## config.mk

```make
export PLATFORM = sky130hd
export DESIGN_NAME = fat12_seq
export DESIGN_NICKNAME = d
export VERILOG_FILES = /design/src/rtl/core/fat12_pkg.sv /design/src/rtl/core/fat12_seq.sv
export SDC_FILE = /design/constraint.sdc
export NUM_CORES = 1
export LEC_CHECK = 0
export CAP_MARGIN = 20
export CORE_MARGIN = 1
export CORE_UTILIZATION = 40
export CTS_CLUSTER_DIAMETER = 50
export CTS_CLUSTER_SIZE = 25
export DETAILED_ROUTE_END_ITERATION = 6
export DONT_BUFFER_PORTS = 1
export PLACE_DENSITY_LB_ADDON = 0.05
export SLEW_MARGIN = 0
export SYNTH_ARGS = -nofsm -noshare
export SYNTH_HDL_FRONTEND = slang
export SYNTH_SLANG_ARGS = --single-unit
```

## constraint.sdc

```tcl
create_clock -name aclk -period 3 [get_ports aclk]
set_input_delay 0.3 -clock aclk [delete_from_list [all_inputs] [get_ports aclk]]
set_output_delay 0.3 -clock aclk [all_outputs]
set_load 0.01 [all_outputs]
```

## src/rtl/core/fat12_pkg.sv

```systemverilog
// Shared types and constants for the FAT12 allocation-table engine.
package fat12_pkg;

    localparam int unsigned ADDR_W  = 13;
    localparam int unsigned BYTE_W  = 8;
    localparam int unsigned ENTRY_W = 12;
    localparam int unsigned FUNC_W  = 3;

    // Operation codes carried on the input channel.
    localparam logic [FUNC_W-1:0] FUNC_LOAD  = 3'd0;
    localparam logic [FUNC_W-1:0] FUNC_READ  = 3'd1;
    localparam logic [FUNC_W-1:0] FUNC_WRITE = 3'd2;
    localparam logic [FUNC_W-1:0] FUNC_BEGIN = 3'd3;
    localparam logic [FUNC_W-1:0] FUNC_STEP  = 3'd4;

    // The chain end marker lives in entry 1.
    localparam logic [ENTRY_W-1:0] MARKER_INDEX = 12'd1;

    typedef enum logic [2:0] {
        ST_IDLE,
        ST_FETCH_A,
        ST_FETCH_B,
        ST_FETCH_C,
        ST_WRITE_A,
        ST_WRITE_B,
        ST_RESULT
    } seq_state_t;

    typedef struct packed {
        logic              we;
        logic [ADDR_W-1:0] addr;
        logic [BYTE_W-1:0] wdata;
    } mem_req_t;

    typedef struct packed {
        logic               valid;
        logic [ENTRY_W-1:0] entry;
        logic               done;
    } result_t;

endpackage

```

## src/rtl/core/fat12_seq.sv

```systemverilog
// Operation sequencer: byte fetches, entry assembly, write-back and chain state.
module fat12_seq
    import fat12_pkg::*;
#(
    parameter int unsigned ENTRY_COUNT = 4096
) (
    input  logic               aclk,
    input  logic               aresetn,
    input  logic               s_valid,
    output logic               s_ready,
    input  logic [FUNC_W-1:0]  s_func,
    input  logic [ADDR_W-1:0]  s_byte_addr,
    input  logic [BYTE_W-1:0]  s_byte_data,
    input  logic [ENTRY_W-1:0] s_cluster,
    input  logic [ENTRY_W-1:0] s_entry_in,
    output mem_req_t           mem_req,
    input  logic [BYTE_W-1:0]  mem_rdata,
    output result_t            res,
    input  logic               res_ready
);

    localparam int unsigned TABLE_BYTES = (3 * ENTRY_COUNT + 1) / 2;
    localparam logic [ADDR_W:0]  EC_LIMIT    = (ADDR_W + 1)'(ENTRY_COUNT);
    localparam logic [ADDR_W:0]  BYTE_LIMIT  = (ADDR_W + 1)'(TABLE_BYTES);

    seq_state_t         state_reg, state_next;
    logic [FUNC_W-1:0]  op_reg, op_next;
    logic [ENTRY_W-1:0] clus_reg, clus_next;
    logic [ENTRY_W-1:0] val_reg, val_next;
    logic [ENTRY_W-1:0] idx_reg, idx_next;
    logic               phase_reg, phase_next;
    logic [BYTE_W-1:0]  b0_reg, b0_next;
    logic [BYTE_W-1:0]  b1_reg, b1_next;
    logic [ENTRY_W-1:0] marker_reg, marker_next;
    logic [ENTRY_W-1:0] pos_reg, pos_next;
    logic               live_reg, live_next;
    logic [ENTRY_W-1:0] res_entry_reg, res_entry_next;
    logic               res_done_reg, res_done_next;

    logic [ADDR_W-1:0]  addr0;
    logic [ADDR_W-1:0]  addr1;
    logic [ENTRY_W-1:0] ent;
    logic [BYTE_W-1:0]  wdata0;
    logic [BYTE_W-1:0]  wdata1;
    logic               clus_in_range;
    logic               pos_in_range;
    logic               load_in_range;

    // Entry 2k starts at byte 3k, entry 2k+1 at byte 3k+1.
    assign addr0 = {1'b0, idx_reg[ENTRY_W-1:1], 1'b0}
                 + {2'b00, idx_reg[ENTRY_W-1:1]}
                 + {{(ADDR_W-1){1'b0}}, idx_reg[0]};
    assign addr1 = addr0 + {{(ADDR_W-1){1'b0}}, 1'b1};

    // The second byte arrives straight from the store in the last fetch cycle.
    assign ent = idx_reg[0] ? {mem_rdata, b0_reg[7:4]}
                            : {mem_rdata[3:0], b0_reg};

    // Only the nibble shared with the neighbouring entry is kept.
    assign wdata0 = idx_reg[0] ? {val_reg[3:0], b0_reg[3:0]} : val_reg[7:0];
    assign wdata1 = idx_reg[0] ? val_reg[11:4] : {b1_reg[7:4], val_reg[11:8]};

    assign clus_in_range = {2'b00, s_cluster} < EC_LIMIT;
    assign pos_in_range  = {2'b00, pos_reg} < EC_LIMIT;
    assign load_in_range = {1'b0, s_byte_addr} < BYTE_LIMIT;

    assign s_ready = (state_reg == ST_IDLE);

    always_ff @(posedge aclk) begin
        if (!aresetn) begin
            state_reg <= ST_IDLE;
            phase_reg <= 1'b0;
            pos_reg   <= '0;
            live_reg  <= 1'b0;
        end else begin
            state_reg <= state_next;
            phase_reg <= phase_next;
            pos_reg   <= pos_next;
            live_reg  <= live_next;
        end
    end

    always_ff @(posedge aclk) begin
        op_reg        <= op_next;
        clus_reg      <= clus_next;
        val_reg       <= val_next;
        idx_reg       <= idx_next;
        b0_reg        <= b0_next;
        b1_reg        <= b1_next;
        marker_reg    <= marker_next;
        res_entry_reg <= res_entry_next;
        res_done_reg  <= res_done_next;
    end

    always_comb begin
        state_next     = state_reg;
        op_next        = op_reg;
        clus_next      = clus_reg;
        val_next       = val_reg;
        idx_next       = idx_reg;
        phase_next     = phase_reg;
        b0_next        = b0_reg;
        b1_next        = b1_reg;
        marker_next    = marker_reg;
        pos_next       = pos_reg;
        live_next      = live_reg;
        res_entry_next = res_entry_reg;
        res_done_next  = res_done_reg;
        mem_req        = '0;
        res            = '0;

        unique case (state_reg)
            ST_IDLE: begin
                if (s_valid) begin
                    op_next        = s_func;
                    clus_next      = s_cluster;
                    val_next       = s_entry_in;
                    phase_next     = 1'b0;
                    res_entry_next = '0;
                    res_done_next  = 1'b0;
                    state_next     = ST_RESULT;
                    unique case (s_func)
                        FUNC_LOAD: begin
                            mem_req.we    = load_in_range;
                            mem_req.addr  = s_byte_addr;
                            mem_req.wdata = s_byte_data;
                        end
                        FUNC_READ: begin
                            if (clus_in_range) begin
                                idx_next   = s_cluster;
                                state_next = ST_FETCH_A;
                            end
                        end
                        FUNC_WRITE: begin
                            res_entry_next = s_entry_in;
                            if (clus_in_range) begin
                                idx_next   = s_cluster;
                                state_next = ST_FETCH_A;
                            end
                        end
                        FUNC_BEGIN: begin
                            idx_next   = MARKER_INDEX;
                            state_next = ST_FETCH_A;
                        end
                        FUNC_STEP: begin
                            if (live_reg) begin
                                idx_next   = MARKER_INDEX;
                                state_next = ST_FETCH_A;
                            end else begin
                                res_done_next = 1'b1;
                            end
                        end
                        default: begin
                        end
                    endcase
                end
            end
            ST_FETCH_A: begin
                mem_req.addr = addr0;
                state_next   = ST_FETCH_B;
            end
            ST_FETCH_B: begin
                mem_req.addr = addr1;
                b0_next      = mem_rdata;
                state_next   = ST_FETCH_C;
            end
            ST_FETCH_C: begin
                b1_next    = mem_rdata;
                state_next = ST_RESULT;
                case (op_reg)
                    FUNC_READ: begin
                        res_entry_next = ent;
                    end
                    FUNC_WRITE: begin
                        state_next = ST_WRITE_A;
                    end
                    FUNC_BEGIN: begin
                        pos_next = clus_reg;
                        if (clus_reg == '0 || clus_reg == ent) begin
                            live_next     = 1'b0;
                            res_done_next = 1'b1;
                        end else begin
                            live_next      = 1'b1;
                            res_entry_next = clus_reg;
                        end
                    end
                    FUNC_STEP: begin
                        if (!phase_reg) begin
                            marker_next = ent;
                            if (pos_in_range) begin
                                phase_next = 1'b1;
                                idx_next   = pos_reg;
                                state_next = ST_FETCH_A;
                            end else begin
                                live_next     = 1'b0;
                                res_done_next = 1'b1;
                            end
                        end else if (ent == '0 || ent == marker_reg) begin
                            live_next     = 1'b0;
                            res_done_next = 1'b1;
                        end else begin
                            pos_next       = ent;
                            res_entry_next = ent;
                        end
                    end
                    default: begin
                    end
                endcase
            end
            ST_WRITE_A: begin
                mem_req.we    = 1'b1;
                mem_req.addr  = addr0;
                mem_req.wdata = wdata0;
                state_next    = ST_WRITE_B;
            end
            ST_WRITE_B: begin
                mem_req.we    = 1'b1;
                mem_req.addr  = addr1;
                mem_req.wdata = wdata1;
                state_next    = ST_RESULT;
            end
            ST_RESULT: begin
                res.valid = 1'b1;
                res.entry = res_entry_reg;
                res.done  = res_done_reg;
                if (res_ready) begin
                    state_next = ST_IDLE;
                end
            end
            default: begin
                state_next = ST_IDLE;
            end
        endcase
    end

endmodule

```

### After elaboration in Yosys (flattened, before gate mapping)

Index checks and enable logic that the tools add are counted.

| cells by class | value |
|---|---|
| add/subtract/negate cells | 3 |
| order comparisons | 1 |
| eq/ne operators | 32 |
| mux-type cells | 45 |
| bitwise operators | 1 |
| reductions and logical operators | 22 |

Operator list:

| kind | number |
|---|---|
| $mux 12 | 10 |
| $pmux 12 s2 | 3 |
| $pmux 12 s3 | 2 |
| $mux 22 | 2 |
| $pmux 13 s3 | 1 |
| $eq 12x12->1 | 2 |
| $logic_not 12->1 | 2 |
| $pmux 8 s3 | 1 |
| $pmux 3 s7 | 1 |
| $eq 3x2->1 const B | 6 |
| $ne 3x3->1 const B | 6 |
| $reduce_and 6->1 | 3 |
| $mux 8 | 2 |
| $eq 3x3->1 const B | 5 |
| $mux 14 | 1 |
| $ne 2x2->1 const B | 7 |
| $add 12x11->13 | 1 |
| $add 13x1->13 | 1 |
| $add 13x1->13 const B | 1 |
| $lt 13x13->1 const B | 1 |
| $mux 3 | 4 |
| $pmux 3 s2 | 2 |
| $mux 1 | 11 |
| $pmux 1 s2 | 5 |
| 12 further kinds | 24 |

| storage, ports and cells | value |
|---|---|
| flip-flop bits (word level) | 97 |
| input port bits | 60 |
| output and inout bits | 37 |
| logic and storage cells | 117 |

### Longest topological paths before layout

| depth | value |
|---|---|
| word-level depth | 7 |
| gate-level depth with buffers | 10 |

### Worst setup path after synthesis

No wires, ideal clock.

| timing | value |
|---|---|
| path kind | register to output |
| start point | register idx_reg[1] |
| end point | output port mem_req[20] (netlist bit) |
| data arrival time | 2.780 ns |
| data required time | 2.700 ns |
| setup slack | -0.080 ns |
| stages on the path, launching flop included | 11 |
| buffers on the path | 0 |
| path through | edfxtp_1 > ha_1 > fa_1 > a21o_1 > a41oi_2 > a31oi_1 > a311oi_1 > and4bb_1 > nand4bb_1 > xnor2_1 > o221ai_1 |

RTL lines:

| element | RTL line | RTL |
|---|---|---|
| from (decl) | fat12_seq.sv:30 | `logic [ENTRY_W-1:0] idx_reg, idx_next;` |
| from (signal assigned) | fat12_seq.sv:87 | `idx_reg <= idx_next;` |
| to (decl) | fat12_seq.sv:16 | `output mem_req_t mem_req,` |

==> impl_metrics.tcl <==
set metrics [dict create \
    cts_root_buf "clkbuf_16" \
    yosys.area.top_type "edfxtp_1" \
    yosys.cell_count.top_type "edfxtp_1" \
    syn_inst 574 \
    io_pins 97 \
    final_cells 813 \
    syn_area_um2 5860 \
    peakVddDrop_mv 0.343 \
    worstMarginPinSlew_ps 633 \
    cp_max_fo 4 \
    relSlewSlack_pct 57.4 \
    dr.pass1.iters 5 \
    powerDensity_nw_per_um2 817 \
    hold_viol 0 \
    die_area_um2 15100 \
    routedWlPerCell_um 19.5 \
    synthTopCellsByArea "edfxtp_1 (39%), dfxtp_1 (5.8%), mux2i_1 (5.3%)" \
    final_nets 701 \
    critPathLaunchType "flop" \
    io_buffers 0 \
    violations "setup timing" \
    crit_buf_inv 1 \
    postRouteAntennaNets 0 \
    r2r-start "idx_reg[0]" \
    layout_setup_ws_ps -386 \
    crit_slowest_cell "edfxtp_1" \
    cts.path.max_buffers 2 \
    dpl.hpwl_um 12300 \
    grt_pass1_vias 4320 \
    status "finished, violations left" \
    crit_family "simple AND/OR/NAND/NOR gates" \
    synth_edf_count 76 \
    drv_cap 0 \
    clock_sinks 93 \
    r2r_cells 9 \
    synth_ff_type "edfxtp_1" \
    rsz0062_at_grt "yes" \
    fin_crit_sh_pct 113 \
    fp-row-count 43 \
    worstPathCellList "ha_2, fa_2, a21o_1, a41oi_2, buf_4, a21oi_2, and4b_1, and4bb_1, nand4bb_1, xnor2_1, o221ai_2" \
    die-height_um 123 \
    hold_depth 0 \
    finalMaxSlewViolations 0 \
    final_util_pct 49.9 \
    r2r_slack_ps 360 \
    post-place-ws_ps -68.6 \
    cp.required_ps 2700 \
    grt_usage_pct 21.7 \
    crit_type "flop to primary output" \
    synth_fp_nets 648 \
    synth_top_area_share_pct 38.9 \
    max_stage_delay_ps 420 \
    min-delay-start "mem_rdata[6]" \
    synth_cell_type_count 71 \
    core-area_um2 14100 \
    overflow 0 \
    ys_seq_elements 93 \
    gp_congestion 0.856 \
    whs_endpoint "b0_reg[6]" \
    drive_gt1_share_pct 21.5 \
    min_path_type "input port to flop" \
    finalSetupViolations 6 \
    clkTransAtPathRegs_ps 70 \
    clock_skew_ps 7.23 \
    critPathCaptureType "primary output" \
    grt_pass1_wl_um 24200 \
    vias 4558 \
    fmax_mhz 295 \
    numCtsBuffers 9 \
    synth_common_cells "edfxtp_1 (76), nand2_1 (73), o21ai_0 (55)" \
    cts_tree "built" \
    vias_per_cell 5.61 \
    synth_warnings 0 \
    initial_core_util_pct 41.6 \
    syn-mean-instance-area_um2 10.2 \
    drt_iter0_drc 307 \
    area_growth_pct 20.0 \
    dp.cells 785 \
    clk_latency_ps 350 \
    async_reset_ff_share_pct 0 \
    p_leak_uw 0.00275 \
    grt_max_degree 27 \
    timing.rr.end "res_entry_reg[7]" \
    cts-htree-levels 3 \
    route.detailed.drc 0 \
    wl_um 15900 \
    seq_area_frac_synth_pct 44.7 \
    die_w_um 123 \
    antenna_found_initial 2 \
    period_minus_slack_ps 3390 \
    cp.arrival_ps 3090 \
]
-- where the power goes --
group / leakage [µW] / switching [µW] / internal, µW
registers: 0.000847 / 240 / 1740
logic: 0.00174 / 1420 / 1010
clock network: 0.000172 / 508 / 820
total: 0.00275 / 2170 / 3570
-- cell usage in the layout (no fill, tap or decap), drive strengths merged, types with 5 or more instances in the layout --
cell type	synthesis	layout
edfxtp	76	76
nand2	73	73
buf	10	68
o21ai	63	63
mux2i	42	42
nor2	30	30
inv	28	30
xnor2	22	22
a21oi	19	19
dfxtp	17	17
and2	15	15
nor2b	14	14
ha	13	13
nor4	13	13
a22o	11	11
xor2	11	11
clkbuf	16	9
nand3	9	9
o221ai	9	9
nor3	8	8
nand2b	7	7
a31oi	6	6
o21a	5	5
o311ai	5	5
-- layer usage --
metal  vias to the layer above  global-route usage (%)  routed length [µm]
met5                         -                       0                  13
li1                       2234                       -                   -
met3                        16                    5.58                1110
met4                         2                    7.15                 244
met1                      2186                    30.5                7560
met2                       120                    32.3                6950
-- logic make-up after synthesis --
group | synth area share (%)
and+or+nand+nor | 17.0
AOI/OAI and AO/OA | 16.9
DFF | 44.7
buffers and inverters | 4.08
muxes | 9.22
xor gates and xnor gates | 4.93
adders and majority gates | 3.12
-- repair_timing --
item                                   CTS  global route
resized for setup                       16            16
setup endpoints to repair                8            20
buffers inserted                         7             4
hold buffers                             0             0
pin swaps                               22            19
cloned                                   0             0
endpoints found under the hold margin    0             0
-- metrics by stage --
| step | instance area (µm²) | TNS [ps] | total power (µW) | hold WS [ps] |
|---|---|---|---|---|
| global placement | 6450 | 0 | 4210 | 399 |
| CTS | 6920 | -1440 | 5690 | 26.0 |
| global route | 7030 | -2380 | 6080 | 24.0 |
| finish | 7030 | -1530 | 5740 | 40.1 |
| floorplan | 5870 | 0 | 3490 | 399 |
| detailed placement | 6450 | -82.3 | 4250 | 399 |
-- worst max path at each step --
| stage | startpoint | to | slack (ps) | depth (start not counted) |
|---|---|---|---|---|
| final | idx_reg[1] | mem_req[20] | -390 | 11 |
| after global routing | idx_reg[1] | mem_req[20] | -510 | 11 |
| after CTS | idx_reg[1] | mem_req[19] | -360 | 11 |
| after detailed placement | idx_reg[0] | mem_req[20] | -70 | 10 |
| after global placement | idx_reg[0] | mem_req[20] | 20 | 10 |
| after floorplan | idx_reg[1] | mem_req[20] | 8 | 10 |
-- final cells by class --
type	instances	area [µm²]
clock inverters	7	120
repair buffers	68	563
multi-input cells	427	3170
clock buffers	9	225
diodes	1	2.50
flip-flops and latches	93	2620
well taps	180	225
inverters	28	105
fillers	1339	7070
Note: power is estimated with default switching activity, not from simulation.
